==> src/rtl/eti_pkg.sv <==
// Shared constants, control-word type and microprogram for the escape-time iterator.
// Depends on nothing; imported by the channel interfaces and the top level.
package eti_pkg;

	localparam int FRAC_BITS   = 28;
	localparam int COUNT_WIDTH = 16;
	localparam int Q_WIDTH     = 32;
	localparam int PROD_WIDTH  = 2 * Q_WIDTH;
	localparam int PS_WIDTH    = 4;
	localparam int LIMIT_WIDTH = 16;
	localparam int CFG_IDX_W   = 2;
	localparam int CFG_DATA_W  = 16;
	localparam int PC_WIDTH    = 4;

	// Configuration register indexes
	localparam logic [CFG_IDX_W-1:0] REG_POWER_STEPS = 2'd0;
	localparam logic [CFG_IDX_W-1:0] REG_MAX_LIMIT   = 2'd1;
	localparam logic [CFG_IDX_W-1:0] REG_VIEW_LIMIT  = 2'd2;

	localparam logic [PS_WIDTH-1:0]    PS_RESET   = 4'd2;
	localparam logic [LIMIT_WIDTH-1:0] MAX_RESET  = 16'd256;
	localparam logic [LIMIT_WIDTH-1:0] VIEW_RESET = 16'd50;

	// Multiplier operand selection
	localparam logic [1:0] MUL_NONE = 2'd0;
	localparam logic [1:0] MUL_RR   = 2'd1;
	localparam logic [1:0] MUL_II   = 2'd2;
	localparam logic [1:0] MUL_RI   = 2'd3;

	// Accumulator operation
	localparam logic [1:0] ACC_HOLD   = 2'd0;
	localparam logic [1:0] ACC_LOAD   = 2'd1;
	localparam logic [1:0] ACC_SUB    = 2'd2;
	localparam logic [1:0] ACC_LOADSH = 2'd3;

	// Working value update
	localparam logic [1:0] N_HOLD   = 2'd0;
	localparam logic [1:0] N_FROM_Z = 2'd1;
	localparam logic [1:0] N_SQ     = 2'd2;
	localparam logic [1:0] N_ADDC   = 2'd3;

	// Sequencer conditions
	localparam logic [2:0] C_NEXT    = 3'd0;
	localparam logic [2:0] C_WAIT_IN = 3'd1;
	localparam logic [2:0] C_LIMIT   = 3'd2;
	localparam logic [2:0] C_SQ_ZERO = 3'd3;
	localparam logic [2:0] C_SQ_MORE = 3'd4;
	localparam logic [2:0] C_INSIDE  = 3'd5;
	localparam logic [2:0] C_EMIT    = 3'd6;

	// Program addresses
	localparam logic [PC_WIDTH-1:0] P_IDLE   = 4'd0;
	localparam logic [PC_WIDTH-1:0] P_CHECK  = 4'd1;
	localparam logic [PC_WIDTH-1:0] P_SQTEST = 4'd2;
	localparam logic [PC_WIDTH-1:0] P_MRR    = 4'd3;
	localparam logic [PC_WIDTH-1:0] P_MII    = 4'd4;
	localparam logic [PC_WIDTH-1:0] P_MRI    = 4'd5;
	localparam logic [PC_WIDTH-1:0] P_SQWB   = 4'd6;
	localparam logic [PC_WIDTH-1:0] P_ADDC   = 4'd7;
	localparam logic [PC_WIDTH-1:0] P_NRR    = 4'd8;
	localparam logic [PC_WIDTH-1:0] P_NII    = 4'd9;
	localparam logic [PC_WIDTH-1:0] P_NCMP   = 4'd10;
	localparam logic [PC_WIDTH-1:0] P_DONE   = 4'd11;

	typedef struct packed {
		logic [1:0]          mul_sel;
		logic [1:0]          acc_op;
		logic [1:0]          n_op;
		logic [2:0]          cond;
		logic [PC_WIDTH-1:0] target;
	} ctrl_t;

	function automatic ctrl_t ucode(input logic [PC_WIDTH-1:0] pc);
		ctrl_t w;
		w = '{MUL_NONE, ACC_HOLD, N_HOLD, C_NEXT, P_IDLE};
		unique case (pc)
			P_IDLE:   w = '{MUL_NONE, ACC_HOLD,   N_HOLD,   C_WAIT_IN, P_IDLE};
			P_CHECK:  w = '{MUL_NONE, ACC_HOLD,   N_FROM_Z, C_LIMIT,   P_DONE};
			P_SQTEST: w = '{MUL_NONE, ACC_HOLD,   N_HOLD,   C_SQ_ZERO, P_ADDC};
			P_MRR:    w = '{MUL_RR,   ACC_HOLD,   N_HOLD,   C_NEXT,    P_IDLE};
			P_MII:    w = '{MUL_II,   ACC_LOAD,   N_HOLD,   C_NEXT,    P_IDLE};
			P_MRI:    w = '{MUL_RI,   ACC_SUB,    N_HOLD,   C_NEXT,    P_IDLE};
			P_SQWB:   w = '{MUL_NONE, ACC_HOLD,   N_SQ,     C_SQ_MORE, P_MRR};
			P_ADDC:   w = '{MUL_NONE, ACC_HOLD,   N_ADDC,   C_NEXT,    P_IDLE};
			P_NRR:    w = '{MUL_RR,   ACC_HOLD,   N_HOLD,   C_NEXT,    P_IDLE};
			P_NII:    w = '{MUL_II,   ACC_LOADSH, N_HOLD,   C_NEXT,    P_IDLE};
			P_NCMP:   w = '{MUL_NONE, ACC_HOLD,   N_HOLD,   C_INSIDE,  P_CHECK};
			P_DONE:   w = '{MUL_NONE, ACC_HOLD,   N_HOLD,   C_EMIT,    P_IDLE};
			default:  w = '{MUL_NONE, ACC_HOLD,   N_HOLD,   C_NEXT,    P_IDLE};
		endcase
		return w;
	endfunction

	// Clamp a wide signed value to the 32-bit signed range.
	function automatic logic signed [Q_WIDTH-1:0] sat_q(input logic signed [PROD_WIDTH-1:0] v);
		logic signed [Q_WIDTH-1:0] r;
		if (v[PROD_WIDTH-1:Q_WIDTH-1] == {(PROD_WIDTH-Q_WIDTH+1){v[PROD_WIDTH-1]}})
			r = v[Q_WIDTH-1:0];
		else
			r = {v[PROD_WIDTH-1], {(Q_WIDTH-1){~v[PROD_WIDTH-1]}}};
		return r;
	endfunction

endpackage

==> src/rtl/eti_if.sv <==
// Valid/ready channel interfaces for points, results and register writes.
// Depends on eti_pkg for field widths.
interface eti_in_if
	import eti_pkg::*;
();
	logic                              valid;
	logic                              ready;
	logic [COUNT_WIDTH-1:0]            start_count;
	logic signed [Q_WIDTH-1:0]         z_real;
	logic signed [Q_WIDTH-1:0]         z_imag;
	logic signed [Q_WIDTH-1:0]         c_real;
	logic signed [Q_WIDTH-1:0]         c_imag;
	modport source (output valid, start_count, z_real, z_imag, c_real, c_imag, input ready);
	modport sink   (input valid, start_count, z_real, z_imag, c_real, c_imag, output ready);
endinterface

interface eti_out_if
	import eti_pkg::*;
();
	logic                   valid;
	logic                   ready;
	logic [COUNT_WIDTH-1:0] escape_count;
	modport source (output valid, escape_count, input ready);
	modport sink   (input valid, escape_count, output ready);
endinterface

interface eti_cfg_if
	import eti_pkg::*;
();
	logic                  valid;
	logic                  ready;
	logic [CFG_IDX_W-1:0]  index;
	logic [CFG_DATA_W-1:0] data;
	modport source (output valid, index, data, input ready);
	modport sink   (input valid, index, data, output ready);
endinterface

==> src/rtl/escape_time_fractal_iterator.sv <==
// Escape-time fractal iterator: microcoded sequencer around one 32x32 multiplier.
// Depends on eti_pkg and the channel interfaces in eti_if.sv.
//
//  channel  dir  moves                                       handshake
//  in_ch    in   start_count, z_real/imag, c_real/imag       valid/ready
//  out_ch   out  escape_count                                valid/ready
//  cfg      in   index, data (register write)                valid/ready, ready always high
//
// Each iteration runs S squarings, S being power_steps - 1 (or none), then adds c and checks
// the norm, all through the single shared multiplier. A request runs N iterations plus the
// final, failing check (the limit check if a limit is hit, else a full iteration).
// Reset loads the register defaults and parks the sequencer at the idle step.
// A finished result waits in the output register, so a stalled sink holds back only the
// request after next.
module escape_time_fractal_iterator
	import eti_pkg::*;
(
	input  logic        clk,
	input  logic        arst_n,
	eti_in_if.sink      in_ch,
	eti_out_if.source   out_ch,
	eti_cfg_if.sink     cfg
);

	logic [PS_WIDTH-1:0]    power_steps_q;
	logic [LIMIT_WIDTH-1:0] max_limit_q;
	logic [LIMIT_WIDTH-1:0] view_limit_q;

	logic [PC_WIDTH-1:0]    pc_q;
	logic [PS_WIDTH-1:0]    sq_cnt_q;
	logic [COUNT_WIDTH-1:0] count_q;
	logic signed [Q_WIDTH-1:0]    zr_q, zi_q, cr_q, ci_q, nr_q, ni_q;
	logic signed [PROD_WIDTH-1:0] prod_q, acc_q;

	logic                   out_valid_q;
	logic [COUNT_WIDTH-1:0] escape_count_q;

	ctrl_t                         ctl;
	logic                          in_acc;
	logic                          out_free;
	logic [PS_WIDTH-1:0]           squarings;
	logic [COUNT_WIDTH:0]          count_inc;
	logic                          limit_hit;
	logic signed [Q_WIDTH-1:0]     mul_a, mul_b;
	logic signed [PROD_WIDTH-1:0]  mul_p;
	logic signed [PROD_WIDTH-1:0]  norm;
	logic                          is_inside;
	logic signed [Q_WIDTH:0]       sum_r, sum_i;

	assign ctl       = ucode(pc_q);
	assign in_ch.ready = (ctl.cond == C_WAIT_IN);
	assign in_acc    = in_ch.valid && in_ch.ready;
	assign out_free  = !out_valid_q || out_ch.ready;
	assign cfg.ready = 1'b1;

	assign out_ch.valid        = out_valid_q;
	assign out_ch.escape_count = escape_count_q;

	assign squarings = (power_steps_q > PS_WIDTH'(1)) ? power_steps_q - PS_WIDTH'(1)
	                                                  : '0;
	assign count_inc = {1'b0, count_q} + (COUNT_WIDTH+1)'(1);
	assign limit_hit = (count_inc > {1'b0, max_limit_q}) || (count_inc > {1'b0, view_limit_q});

	always_comb begin
		case (ctl.mul_sel)
			MUL_RR: begin
				mul_a = nr_q;
				mul_b = nr_q;
			end
			MUL_II: begin
				mul_a = ni_q;
				mul_b = ni_q;
			end
			default: begin
				mul_a = nr_q;
				mul_b = ni_q;
			end
		endcase
	end

	assign mul_p = mul_a * mul_b;

	// Both terms are non-negative squares, each rounded down before the sum.
	assign norm      = acc_q + (prod_q >>> FRAC_BITS);
	assign is_inside = (norm <= (PROD_WIDTH'(4) <<< FRAC_BITS));

	assign sum_r = {nr_q[Q_WIDTH-1], nr_q} + {cr_q[Q_WIDTH-1], cr_q};
	assign sum_i = {ni_q[Q_WIDTH-1], ni_q} + {ci_q[Q_WIDTH-1], ci_q};

	// Configuration registers; writes beyond the list are dropped.
	always_ff @(posedge clk or negedge arst_n) begin
		if (!arst_n) begin
			power_steps_q <= PS_RESET;
			max_limit_q   <= MAX_RESET;
			view_limit_q  <= VIEW_RESET;
		end else if (cfg.valid) begin
			case (cfg.index)
				REG_POWER_STEPS: power_steps_q <= cfg.data[PS_WIDTH-1:0];
				REG_MAX_LIMIT:   max_limit_q   <= cfg.data[LIMIT_WIDTH-1:0];
				REG_VIEW_LIMIT:  view_limit_q  <= cfg.data[LIMIT_WIDTH-1:0];
				default: ;
			endcase
		end
	end

	// Step counter
	always_ff @(posedge clk or negedge arst_n) begin
		if (!arst_n) begin
			pc_q <= P_IDLE;
		end else begin
			unique case (ctl.cond)
				C_WAIT_IN: if (in_acc) pc_q <= pc_q + PC_WIDTH'(1);
				C_LIMIT:   pc_q <= limit_hit ? ctl.target : pc_q + PC_WIDTH'(1);
				C_SQ_ZERO: pc_q <= (sq_cnt_q == '0) ? ctl.target : pc_q + PC_WIDTH'(1);
				C_SQ_MORE: pc_q <= (sq_cnt_q != PS_WIDTH'(1)) ? ctl.target : pc_q + PC_WIDTH'(1);
				C_INSIDE:  pc_q <= is_inside ? ctl.target : pc_q + PC_WIDTH'(1);
				C_EMIT:    if (out_free) pc_q <= ctl.target;
				default:   pc_q <= pc_q + PC_WIDTH'(1);
			endcase
		end
	end

	// Datapath
	always_ff @(posedge clk) begin
		if (in_acc) begin
			count_q <= in_ch.start_count;
			zr_q    <= in_ch.z_real;
			zi_q    <= in_ch.z_imag;
			cr_q    <= in_ch.c_real;
			ci_q    <= in_ch.c_imag;
		end
		if (ctl.cond == C_INSIDE && is_inside) begin
			count_q <= count_inc[COUNT_WIDTH-1:0];
			zr_q    <= nr_q;
			zi_q    <= ni_q;
		end

		if (ctl.mul_sel != MUL_NONE)
			prod_q <= mul_p;

		case (ctl.acc_op)
			ACC_LOAD:   acc_q <= prod_q;
			ACC_SUB:    acc_q <= acc_q - prod_q;
			ACC_LOADSH: acc_q <= prod_q >>> FRAC_BITS;
			default: ;
		endcase

		case (ctl.n_op)
			N_FROM_Z: begin
				nr_q     <= zr_q;
				ni_q     <= zi_q;
				sq_cnt_q <= squarings;
			end
			N_SQ: begin
				// Real part from re*re - im*im, imaginary from 2*re*im via one shift less.
				nr_q     <= sat_q(acc_q >>> FRAC_BITS);
				ni_q     <= sat_q(prod_q >>> (FRAC_BITS - 1));
				sq_cnt_q <= sq_cnt_q - PS_WIDTH'(1);
			end
			N_ADDC: begin
				nr_q <= sat_q(PROD_WIDTH'(sum_r));
				ni_q <= sat_q(PROD_WIDTH'(sum_i));
			end
			default: ;
		endcase
	end

	// Output register
	always_ff @(posedge clk or negedge arst_n) begin
		if (!arst_n) begin
			out_valid_q <= 1'b0;
		end else if (ctl.cond == C_EMIT && out_free) begin
			out_valid_q <= 1'b1;
		end else if (out_ch.ready) begin
			out_valid_q <= 1'b0;
		end
	end

	always_ff @(posedge clk) begin
		if (ctl.cond == C_EMIT && out_free)
			escape_count_q <= count_q;
	end

endmodule

==> src/flat_wrapper.sv <==
// flat-port wrapper written by rule: the top's interface ports become plain ports
module escape_time_fractal_iterator_flat import eti_pkg::*;
  (clk, arst_n, in_ch_valid, in_ch_start_count, in_ch_z_real, in_ch_z_imag, in_ch_c_real, in_ch_c_imag, in_ch_ready, out_ch_valid, out_ch_escape_count, out_ch_ready, cfg_valid, cfg_index, cfg_data, cfg_ready);
  eti_in_if in_ch_i ();
  eti_out_if out_ch_i ();
  eti_cfg_if cfg_i ();
  input  logic clk;
  input  logic arst_n;
  input wire logic [$bits(in_ch_i.valid)-1:0] in_ch_valid;
  input wire logic [$bits(in_ch_i.start_count)-1:0] in_ch_start_count;
  input wire logic [$bits(in_ch_i.z_real)-1:0] in_ch_z_real;
  input wire logic [$bits(in_ch_i.z_imag)-1:0] in_ch_z_imag;
  input wire logic [$bits(in_ch_i.c_real)-1:0] in_ch_c_real;
  input wire logic [$bits(in_ch_i.c_imag)-1:0] in_ch_c_imag;
  output wire logic [$bits(in_ch_i.ready)-1:0] in_ch_ready;
  output wire logic [$bits(out_ch_i.valid)-1:0] out_ch_valid;
  output wire logic [$bits(out_ch_i.escape_count)-1:0] out_ch_escape_count;
  input wire logic [$bits(out_ch_i.ready)-1:0] out_ch_ready;
  input wire logic [$bits(cfg_i.valid)-1:0] cfg_valid;
  input wire logic [$bits(cfg_i.index)-1:0] cfg_index;
  input wire logic [$bits(cfg_i.data)-1:0] cfg_data;
  output wire logic [$bits(cfg_i.ready)-1:0] cfg_ready;
  assign in_ch_i.valid = in_ch_valid;
  assign in_ch_i.start_count = in_ch_start_count;
  assign in_ch_i.z_real = in_ch_z_real;
  assign in_ch_i.z_imag = in_ch_z_imag;
  assign in_ch_i.c_real = in_ch_c_real;
  assign in_ch_i.c_imag = in_ch_c_imag;
  assign in_ch_ready = in_ch_i.ready;
  assign out_ch_valid = out_ch_i.valid;
  assign out_ch_escape_count = out_ch_i.escape_count;
  assign out_ch_i.ready = out_ch_ready;
  assign cfg_i.valid = cfg_valid;
  assign cfg_i.index = cfg_index;
  assign cfg_i.data = cfg_data;
  assign cfg_ready = cfg_i.ready;
  escape_time_fractal_iterator u_core (.clk(clk), .arst_n(arst_n), .in_ch(in_ch_i), .out_ch(out_ch_i), .cfg(cfg_i));
endmodule
==> config.mk <==
export PLATFORM = sky130hd
export DESIGN_NAME = escape_time_fractal_iterator_flat
export DESIGN_NICKNAME = d
export VERILOG_FILES = /design/src/rtl/eti_pkg.sv /design/src/rtl/eti_if.sv /design/src/rtl/escape_time_fractal_iterator.sv /design/src/flat_wrapper.sv
export SDC_FILE = /design/constraint.sdc
export NUM_CORES = 2
export LEC_CHECK = 0
export ABC_AREA = 1
export BUFFER_PORTS_ARGS = -buffer_cell sky130_fd_sc_hd__buf_2
export CORE_ASPECT_RATIO = 1.75
export CORE_UTILIZATION = 45
export CTS_CLUSTER_SIZE = 14
export DETAILED_ROUTE_END_ITERATION = 8
export RECOVER_POWER = 100
export SYNTH_ARGS = -nofsm -noshare
export SYNTH_HDL_FRONTEND = slang
export SYNTH_SLANG_ARGS = --single-unit
==> constraint.sdc <==
create_clock -name clk -period 9.8 [get_ports clk]
set_clock_uncertainty 0.15 [all_clocks]
set_input_delay 0.49 -clock clk [delete_from_list [all_inputs] [get_ports clk]]
set_output_delay 0.49 -clock clk [all_outputs]
set_load 0.03 [all_outputs]
==> out/results.txt <==
The flow ran to the end, but the final reports show violations. The final reports fail on capacitance limit, slew limit. The worst hold path belongs to the class in -> reg.

Actual slew at the worst max-slew pin: 4.49 ns. The async set-or-reset flop fraction in the synthesized netlist is 10.3%, and the fraction of post-synthesis cell area in the top cell type by area is 32.1%. Critical path startpoint category: a flop. Measured against its own limit, the worst slew margin works out to -199%. After synthesis, the cell types taking the most area are fa_1, edfxtp_1, nand2_1. In the routed design, unresolved DRC markers number 0. In this run the worst path has a maximum fanout of 22. Sequential elements use 17.3% of the synthesized area.

The area growth from synthesis to layout is 13.0%. The initial core utilization is 45.3%. The arrival time of data at the critical path endpoint is 9.93 ns, and the area taken by flip-flops and latches is 11,700 µm². The logs give 1.10 for the placer congestion estimate and 397 for the clock net sink count.

The number of port buffers is 184. In this run the critical register-to-register path is launched from u_core.pc_q[1]$_DFFE_PN0P_. The count of nets left with antenna violations once routing finished came out at 0. For the number of nets produced by synthesis, the log shows 10,200. Number of antenna violations at the first check in global routing: 37. Summing over every cut layer, the via total after detailed routing is 64,400. Setup slack closes at 0.165 ns. The endpoint required time on the critical path is 10.09 ns, and the count of buffering cells on the critical path with inverters included is 11. Before CTS, the worst setup slack after placement is -0.438 ns.

For this run, the post-layout net count is 10,700. The cell area that synthesis handed to floorplanning was 67,700 µm². The final-layout fill cell count was 14,700; the die height was 515 µm. The slowest stage of the critical path belongs to the cell fa_1. TritonCTS built the clock tree. The critical path starts at u_core.pc_q[1]$_DFFE_PN0P_.

The worst hold path begins at in_ch_start_count[9]. Derived from the worst setup path, the maximum achievable clock frequency is 104 MHz. In this run, synthesis produced a sequential element count of 397. The routed design has 323,000 µm of wire. The die outline width is 295 µm, and the minimum clock period is 9.63 ns.

Of all cell types, the one taking the most synthesized area is fa_1. The total area inside the core boundary comes to 150,000 µm². The run gives 66,700 as the via count of the first global-routing pass. STA classifies the critical path endpoint as a flop. Counting along the longest clock path gives a buffer depth of 3.

Setup repair after global routing left no endpoint under its margin. Highest layer used for signal routing: met5. For the number of DRC violations after detailed-routing iteration 0, the log shows 6,085. The tool flagged a number of max-cap violations equal to 13. Each instance of the synthesized netlist takes up on average 7.94 µm².

Cells with a size suffix above 1 make up 9.42% of the layout. On the critical path the largest part of the delay comes from adder cells. The via density per instance is 5.79. After layout, the worst path uses 98.3% of the clock period. The H-tree was split into 2 levels. After synthesis, the netlist uses 65 different library cells. The post-detailed-placement half-perimeter wirelength is 265,000 µm. Type of the worst setup path: reg -> reg. Clock-pin slew was measured on the worst setup and hold paths at 0.08 ns. The pin count of the biggest net entering global routing was 65; the number of synthesized flops with an enable pin was 356. The logs give 8,529 for the number of instances in the synthesized netlist and 95,000 µm for the wire length the detailed router placed on met1. At the later pin of the worst-skew pair, clock insertion delay measures 0.64 ns.

Global routing consumed, over all layers together, 43.5% of the routing resources. The sum of met2 wire segment lengths after detailed routing came out at 153,000 µm. Global-route congestion overflow total: 0. Setup violations remaining at the end of the flow were counted as 0. The first global-routing pass estimated 463,000 µm of wire.

The die covers 152,000 µm². The length of the first detailed-routing pass in iterations came out at 9. In the final routed layout, each cell accounts on average for 29.1 µm. The largest single stage delay on the critical path is 0.91 ns.

Cell repeated most along the worst path: fa_1. The final hold violation count was 0; the routed length on met3 was 28,600 µm. The run gives 188 as the cell row count.

In this run the count of I/O pins placed on the die edge is 186. Leaving out fill and tap cells, the most frequent cell in the layout is nand2_1. Root buffer selected by CTS: clkbuf_16. Hold is met by 0.0223 ns.

Among all flip-flop cells after synthesis, the most frequent one is edfxtp_1. The logs give 41 for the clock buffer count from CTS and 0 for the number of warnings issued by yosys. The total count of max-transition violations in the final report came out at 547. The top cell types in the final layout, fill and taps aside, are nand2_1, inv_1, fa_1. In the final layout, the multi-input gates occupy 47,900 µm².
[layout make-up]
cell class / instances / area share (%)
Timing Repair Buffer: 733 / 7.61
Multi-Input combinational cell: 6004 / 62.6
Inverter: 1891 / 9.30
Sequential cell: 397 / 15.3
Clock inverter: 22 / 0.324
Clock buffer: 53 / 1.45
Tap cell: 1995 / 3.26
Antenna cell: 34 / 0.111
[per-layer routing]
| metal | GRT usage, % | up-vias |
|---|---|---|
| li1 | - | 27400 |
| met1 | 42.0 | 31300 |
| met2 | 70.8 | 3871 |
| met3 | 11.8 | 1837 |
| met4 | 48.5 | 12 |
| met5 | 0 | - |
[stage by stage]
step	util, %	TNS, ns	cell area [µm²]	cells
floorplan	-	0	67700	8529
global placement	49.8	-4.55	74400	10900
detailed placement	49.8	-6.24	74400	10900
CTS	51.2	0	76600	11100
global route	51.1	0	76500	11100
finish	51.2	0	76600	11100
[worst reg2reg max path: cells and delay by family (launching register included)]
family          cells  cell delay, ns
xor+xnor            1            0.22
fa+ha+maj          10            5.10
flops               1            0.44
compound gates      4            0.70
simple gates       10            1.25
buf+inv            11            1.61
[state kept, by name (all words and copies together) (netlist names)]
register	count
u_core.acc_q	64
u_core.ci_q	32
u_core.count_q	16
u_core.cr_q	32
u_core.max_limit_q	16
u_core.ni_q	32
u_core.nr_q	32
u_core.out_ch.escape_count	16
u_core.out_ch.valid	1
u_core.pc_q	4
u_core.power_steps_q	4
u_core.prod_q	64
u_core.sq_cnt_q	4
u_core.view_limit_q	16
u_core.zi_q	32
u_core.zr_q	32
[cells in the mapped netlist (36+ instances only)]
master / count
xor2_1: 104
inv_1: 1851
nand4_1: 59
fa_1: 1086
nand2_1: 1866
a31oi_1: 55
dfrtp_1: 36
nor2_1: 955
nor3_1: 42
xnor2_1: 66
clkbuf_1: 164
ha_1: 421
a21oi_1: 511
o21ai_0: 275
o221ai_1: 41
nand3_1: 161
buf_2: 43
o21ai_2: 67
edfxtp_1: 356
[what timing repair did]
item / in CTS / in global routing
pin swaps: 0 / 4
buffers inserted: 0 / 3
setup endpoints to repair: 29 / 32
hold buffers: 76 / 0
endpoints found under the hold margin: 118 / 0
resized for setup: 10 / 52
[logic make-up after synthesis]
kind of cell / Yosys count / share of synthesized area (%)
AO/OA/AOI/OAI: 1130 / 9.69
XOR/XNOR: 170 / 2.20
adder cells (fa/ha/maj): 1507 / 39.9
buffers and inverters: 2128 / 12.1
flip-flops: 397 / 17.3
other: 1 / 0.00554
AND/OR/NAND/NOR: 3196 / 18.9
[worst paths after layout]
check,to,slack [ns],cells past startpoint
min in group asynchronous,u_core.view_limit_q[15]$_DFFE_PN0P_,0.94,2
worst min register to register,u_core.max_limit_q[2]$_DFFE_PN0P_,0.34,2
max in group asynchronous,u_core.pc_q[0]$_DFFE_PN0P_,7.07,2
worst max-delay path,u_core.prod_q[60]$_DFFE_PP_,0.17,36
worst max register to register,u_core.prod_q[60]$_DFFE_PP_,0.17,36
worst min-delay path,u_core.count_q[9]$_DFFE_PP_,0.02,3
Power is left out: the tool's default activity adds up to more than one toggle a clock period on the data nets, which glitch-free logic cannot reach.
